File: config.mk
export PLATFORM = sky130hd
export DESIGN_NAME = pia_scan_seq
export DESIGN_NICKNAME = d
export VERILOG_FILES = /design/src/hdl/pia_pkg.sv /design/src/hdl/pia_scan_seq.sv
export SDC_FILE = /design/constraint.sdc
export NUM_CORES = 1
export LEC_CHECK = 0
export ABC_AREA = 1
export BUFFER_PORTS_ARGS = -buffer_cell sky130_fd_sc_hd__buf_2
export CAP_MARGIN = 5
export CORE_UTILIZATION = 54
export CTS_BUF_LIST = sky130_fd_sc_hd__clkbuf_16
export CTS_CLUSTER_DIAMETER = 50
export DETAILED_ROUTE_END_ITERATION = 10
export PLACE_DENSITY = 0.9
export SYNTH_ARGS = -nofsm -noshare
export SYNTH_HDL_FRONTEND = slang
export SYNTH_SLANG_ARGS = --single-unit
File: constraint.sdc
create_clock -name clock -period 3.15 [get_ports clock]
set_input_delay 0.63 -clock clock [delete_from_list [all_inputs] [get_ports clock]]
set_output_delay 0.63 -clock clock [all_outputs]
set_load 0.02 [all_outputs]
File: src/hdl/pia_pkg.sv
// Package for the palette index assigner: sizes, payload structs, state codes.
// No dependencies; used by every module in hdl/.
`default_nettype none
package pia_pkg;

   localparam int PALETTE_DEPTH = 256;
   localparam int ADDR_W        = (PALETTE_DEPTH > 1) ? $clog2(PALETTE_DEPTH) : 1;
   localparam int CNT_W         = $clog2(PALETTE_DEPTH + 1);
   localparam int COLOR_W       = 24;
   localparam int COLOR_INDEX_W = 9;

   typedef struct packed {
      logic       first_of_image;
      logic [7:0] red;
      logic [7:0] green;
      logic [7:0] blue;
   } req_payload_type;

   typedef struct packed {
      logic [COLOR_INDEX_W-1:0] color_index;
      logic                     is_new;
      logic                     palette_full;
   } rsp_payload_type;

   typedef struct packed {
      logic               rd_en;
      logic [ADDR_W-1:0]  rd_addr;
      logic               wr_en;
      logic [ADDR_W-1:0]  wr_addr;
      logic [COLOR_W-1:0] wr_data;
   } ram_req_type;

   typedef enum logic [1:0] {
      ST_IDLE,
      ST_SCAN,
      ST_FINISH
   } pia_state_type;

endpackage
`default_nettype wire

File: src/hdl/pia_scan_seq.sv
// Scan sequencer: walks the stored palette with one shared comparator,
// appends unseen colors and forms the result. Depends on pia_pkg.
`default_nettype none
module pia_scan_seq (
   input  wire                          clock,
   input  wire                          reset,
   input  wire                          req_valid,
   output logic                         req_ready,
   input  pia_pkg::req_payload_type     req_payload,
   output pia_pkg::ram_req_type         ram_req,
   input  wire [pia_pkg::COLOR_W-1:0]   rd_data,
   output logic                         res_valid,
   output pia_pkg::rsp_payload_type     res_payload,
   input  wire                          res_take
);
   import pia_pkg::*;

   pia_state_type   state_ff, state_in;
   logic [COLOR_W-1:0] rgb_ff, rgb_in;
   logic [CNT_W-1:0]   count_ff, count_in;
   logic [CNT_W-1:0]   ptr_ff, ptr_in;
   logic               pend_ff, pend_in;
   rsp_payload_type    res_ff, res_in;
   logic               hit;
   logic               last;

   always_ff @(posedge clock) begin
      if (reset) begin
         state_ff <= ST_IDLE;
         count_ff <= '0;
         pend_ff  <= 1'b0;
      end else begin
         state_ff <= state_in;
         count_ff <= count_in;
         pend_ff  <= pend_in;
      end
   end

   always_ff @(posedge clock) begin
      rgb_ff <= rgb_in;
      ptr_ff <= ptr_in;
      res_ff <= res_in;
   end

   // pend_ff: rd_data holds entry ptr_ff-1 this cycle
   assign hit  = pend_ff && (rd_data == rgb_ff);
   assign last = (ptr_ff == count_ff);

   always_comb begin
      state_in         = state_ff;
      rgb_in           = rgb_ff;
      count_in         = count_ff;
      ptr_in           = ptr_ff;
      pend_in          = 1'b0;
      res_in           = res_ff;
      req_ready        = 1'b0;
      res_valid        = 1'b0;
      ram_req.rd_en    = 1'b0;
      ram_req.rd_addr  = ptr_ff[ADDR_W-1:0];
      ram_req.wr_en    = 1'b0;
      ram_req.wr_addr  = count_ff[ADDR_W-1:0];
      ram_req.wr_data  = rgb_ff;

      case (state_ff)
         ST_IDLE: begin
            req_ready = 1'b1;
            if (req_valid) begin
               rgb_in = {req_payload.red, req_payload.green, req_payload.blue};
               if (req_payload.first_of_image) begin
                  count_in = '0;
               end
               ptr_in   = '0;
               state_in = ST_SCAN;
            end
         end
         ST_SCAN: begin
            if (hit) begin
               res_in.color_index  = COLOR_INDEX_W'(ptr_ff);
               res_in.is_new       = 1'b0;
               res_in.palette_full = 1'b0;
               state_in            = ST_FINISH;
            end else if (last) begin
               if (count_ff < CNT_W'(PALETTE_DEPTH)) begin
                  ram_req.wr_en       = 1'b1;
                  count_in            = count_ff + 1'b1;
                  res_in.color_index  = COLOR_INDEX_W'(count_ff + 1'b1);
                  res_in.is_new       = 1'b1;
                  res_in.palette_full = 1'b0;
               end else begin
                  res_in.color_index  = '0;
                  res_in.is_new       = 1'b0;
                  res_in.palette_full = 1'b1;
               end
               state_in = ST_FINISH;
            end else begin
               ram_req.rd_en = 1'b1;
               ptr_in        = ptr_ff + 1'b1;
               pend_in       = 1'b1;
            end
         end
         ST_FINISH: begin
            res_valid = 1'b1;
            if (res_take) begin
               state_in = ST_IDLE;
            end
         end
         default: begin
            state_in = ST_IDLE;
         end
      endcase
   end

   assign res_payload = res_ff;

endmodule
`default_nettype wire

* Yosys cells after proc, flatten, opt, wreduce, memory -nomap -nowiden
Cells that the tools add are included.
** Cells by class
- $add $sub $neg :: 2
- Order comparisons :: 1
- Muxes and demuxes :: 27
- Equal/unequal tests :: 12
- Reductions and logical operators :: 9
** Operator list (number)
- 9-bit 2-to-1 mux :: 8
- 9-bit one-hot mux with 2 select lines :: 2
- 11-bit 2-to-1 mux :: 3
- 24-bit == test :: 1
- 9-bit by 1-bit adder with 9-bit output (second input constant) :: 2
- 2-bit != test (second input constant) :: 7
- 9-bit == test :: 1
- 9-bit < comparator (second input constant) :: 1
- 1-bit 2-to-1 mux :: 9
- 2-bit 2-to-1 mux :: 4
- 2-bit one-hot mux with 3 select lines :: 1
- 6-bit AND reduction :: 1
- 2-bit AND reduction :: 2
- 4-bit AND reduction :: 1
- 2-bit nonzero test :: 2
- 3-bit != test (second input constant) :: 1
- 3-bit AND reduction :: 1
- 2-bit by 1-bit == test with 1-bit output (second input constant) :: 1
- 2-bit == test (second input constant) :: 1
- 2-bit logical NOT :: 1
- 1-bit logical AND :: 1
** Storage, ports and cells
- Input port bits :: 53
- Output and inout port bits :: 55
- Flip-flop bits (word level) :: 56
- Logic and storage cells :: 59

* Depth between registers and ports, before layout
- Word-level depth :: 5
- Depth in mapped cells :: 13
- Depth with buffers taken out :: 13

* Least setup slack after synthesis
Ideal clock, no wire load.
- Kind :: input to output
- Start :: input rd_data[0] in the netlist's numbering
- End :: output ram_req[32] in the netlist's numbering
- Slack :: 1.017 ns
- Arrival :: 1.503 ns
- Path buffers :: 0
- Stages :: 11
- Cell sequence :: inv_1 -> nand2_1 -> nand2_1 -> inv_1 -> nand2_1 -> nor2_1 -> nand2_1 -> nor2_1 -> nand2_1 -> nand2_1 -> nor2_1
** RTL lines
- start: declaration :: RTL line pia_scan_seq.sv:11 : input wire [pia_pkg::COLOR_W-1:0] rd_data,
- end: declaration :: RTL line pia_scan_seq.sv:10 : output pia_pkg::ram_req_type ram_req,

==> flow_summary.json <==
{
  "drc": 0,
  "hold_class": "in2reg",
  "post_cts_resized": 0,
  "maxSlewHeadroom": 0.383,
  "fmaxAchievable_ghz": 0.351,
  "io_pins": 108,
  "die_w_um": 77.2,
  "diodes": 0,
  "met1Wirelength_um": 2940,
  "drtPass1Iterations": 5,
  "clk_path_buf_depth": 2,
  "finalPower_mw": 1.93,
  "viasPerCell": 5.12,
  "antenna_found_initial": 0,
  "ant_nets": 0,
  "routabilityCongestion": 0.977,
  "synth_nets": 422,
  "ir_drop_mv": 0.321,
  "initial_core_util": 0.558,
  "clk_latency_ns": 0.29,
  "worst_slew_pin_slew_ns": 0.925,
  "ys_top_cells_by_area": "edfxtp_1 43%, nand2_1 12%, dfxtp_1 7.9%",
  "final_core_util": 0.674,
  "die_h_um": 77.2,
  "endpoint_kind": "output pin",
  "status": "finished clean",
  "grt_max_degree": 25,
  "arrival_ns": 2.22,
  "die_area_um2": 5960,
  "synth.largest_area_cell": "edfxtp_1",
  "mostFrequentLayoutCells": "107 x buf_2, 94 x nand2_1, 65 x inv_1",
  "startpoint_type": "input port",
  "setup_violations": 0,
  "top_layer": "met4",
  "synth_area_um2": 3050,
  "worst_slack_ns": 0.305,
  "pre_cts_ws_ns": 0.404,
  "root_buffer": "clkbuf_16",
  "drv_slew": 0,
  "hold_violations": 0,
  "rows": 27,
  "grt_usage": 0.246,
  "synth_top_area_frac": 0.433,
  "clock_skew_ns": 0.00741,
  "drive_gt1_frac": 0.274,
  "wl_per_cell_um": 13.6,
  "p_leak_nw": 1.81,
  "worstPathMaxFanout": 12,
  "finalCriticalPeriod_ns": 2.85,
  "maxCapViolations": 0,
  "cp.required_ns": 2.52,
  "fin_crit_sh": 0.903,
  "drt-total-wl_um": 7250,
  "synth_seq_cells": 56,
  "grt_pass1_vias": 2487,
  "tns_ns": 0,
  "first_iter_violations": 276,
  "clk_pin_slew_worst_paths_ns": 0.07,
  "holdBufCountCts": 0,
  "wl_met2_um": 3740,
  "grt_pass1_wl_um": 11300,
  "syn_avg_cell_area_um2": 8.34,
  "rsz0062_at_grt": "no",
  "ys_seq_area_frac": 0.512,
  "crit_type": "in2out",
  "nets": 515,
  "cts_tree": "built",
  "wl_met3_um": 418,
  "overflow": 0,
  "final_common_cell": "buf_2",
  "cts_setup_buffers": 0,
  "htreeDepth": 2,
  "numCtsBuffers": 5,
  "syn2layout_area_growth_pct": 20.9,
  "vias": 2724,
  "clock_sinks": 56,
  "core_area_um2": 5470,
  "syn-instance-count": 366,
  "ys_types": 29,
  "power_density_nw_per_um2": 524,
  "ys_warn_count": 0,
  "hpwl_um": 5480,
  "port_buffers": 107,
  "nFillCells": 456
}
## worst paths after layout
check                                 from                       end  slack, ns  cells after the start
hold reg to reg   count_ff[7]$_SDFFE_PP0P_  count_ff[7]$_SDFFE_PP0P_       0.57                      2
setup / recovery                rd_data[0]               ram_req[32]       0.30                     12
setup reg to reg      rgb_ff[10]$_DFFE_PP_   ptr_ff[3]$_SDFFCE_PN0P_       0.84                      8
hold / removal              req_payload[8]       rgb_ff[8]$_DFFE_PP_       0.51                      1
## per-stage QoR
step | hold WS (ns) | cells | cell area, µm²
after detailed placement | 0.553 | 524 | 3530
after floorplan | 0.510 | 366 | 3050
after global routing | 0.498 | 532 | 3690
after global placement | 0.546 | 524 | 3530
after CTS | 0.506 | 532 | 3690
final | 0.506 | 532 | 3690
## kinds of logic (layout without fill, tap and decap cells)
group	Yosys count	after routing	share of synthesized area
AND/OR/NAND/NOR	169	169	0.229
buffers and inverters	88	182	0.134
flip-flops	56	56	0.512
AO/OA/AOI/OAI	33	33	0.0640
XOR/XNOR	17	17	0.0488
adder cells (fa/ha/maj)	3	3	0.0123
## metal layers
metal / vias to the layer above / global-route usage
met5: - / 0
met4: 0 / 0.0981
met3: 17 / 0.0452
met2: 117 / 0.427
met1: 1265 / 0.300
li1: 1325 / -
## flip-flops by register name, indices dropped and copies added (netlist names)
signal,cells
count_ff,9
state_ff,2
res_payload,11
rgb_ff,24
pend_ff,1
ptr_ff,9
## power breakdown
part | total [mW] | switching, mW | internal (mW)
logic | 0.389 | 0.247 | 0.142
registers | 0.925 | 0.0614 | 0.864
clock network | 0.619 | 0.248 | 0.371
total | 1.93 | 0.556 | 1.38
## cell type report
| class | instances | area (µm²) | area share |
|---|---|---|---|
| clock buffers | 5 | 125 | 0.0339 |
| clock inverters | 3 | 38.8 | 0.0105 |
| inverters | 66 | 250 | 0.0678 |
| multi-input cells | 222 | 1080 | 0.293 |
| flip-flops and latches | 56 | 1560 | 0.423 |
| well taps | 72 | 90.1 | 0.0244 |
| repair buffers | 108 | 543 | 0.147 |
## worst max-delay path, cell delays in order
cell,delay [ns]
buf_2,0.11
nand2_1,0.07
nand2_1,0.07
inv_1,0.08
nand2_1,0.05
nor2_1,0.10
nand2_1,0.07
nor2_1,0.19
nand2_1,0.27
nand2_1,0.31
nor2_1,0.09
buf_2,0.17
## cell usage after synthesis
| master | number |
|---|---|
| nand3_1 | 22 |
| clkbuf_1 | 2 |
| or2_2 | 4 |
| nand4_1 | 3 |
| nand2_1 | 94 |
| ha_1 | 3 |
| nand3b_1 | 2 |
| a21oi_2 | 2 |
| buf_4 | 18 |
| inv_4 | 1 |
| nand2_2 | 2 |
| inv_1 | 64 |
| o21ai_0 | 10 |
| xnor2_1 | 10 |
| a21oi_1 | 12 |
| o22ai_1 | 6 |
| clkinv_1 | 1 |
| buf_6 | 1 |
| a21oi_4 | 1 |
| buf_2 | 1 |
| nor2_1 | 38 |
| nor4_1 | 1 |
| edfxtp_1 | 44 |
| xor2_1 | 7 |
| a31oi_1 | 1 |
| o31ai_1 | 1 |
| nor2_2 | 1 |
| nor3_1 | 2 |
| dfxtp_1 | 12 |
Power figures use the tool's default switching activity.
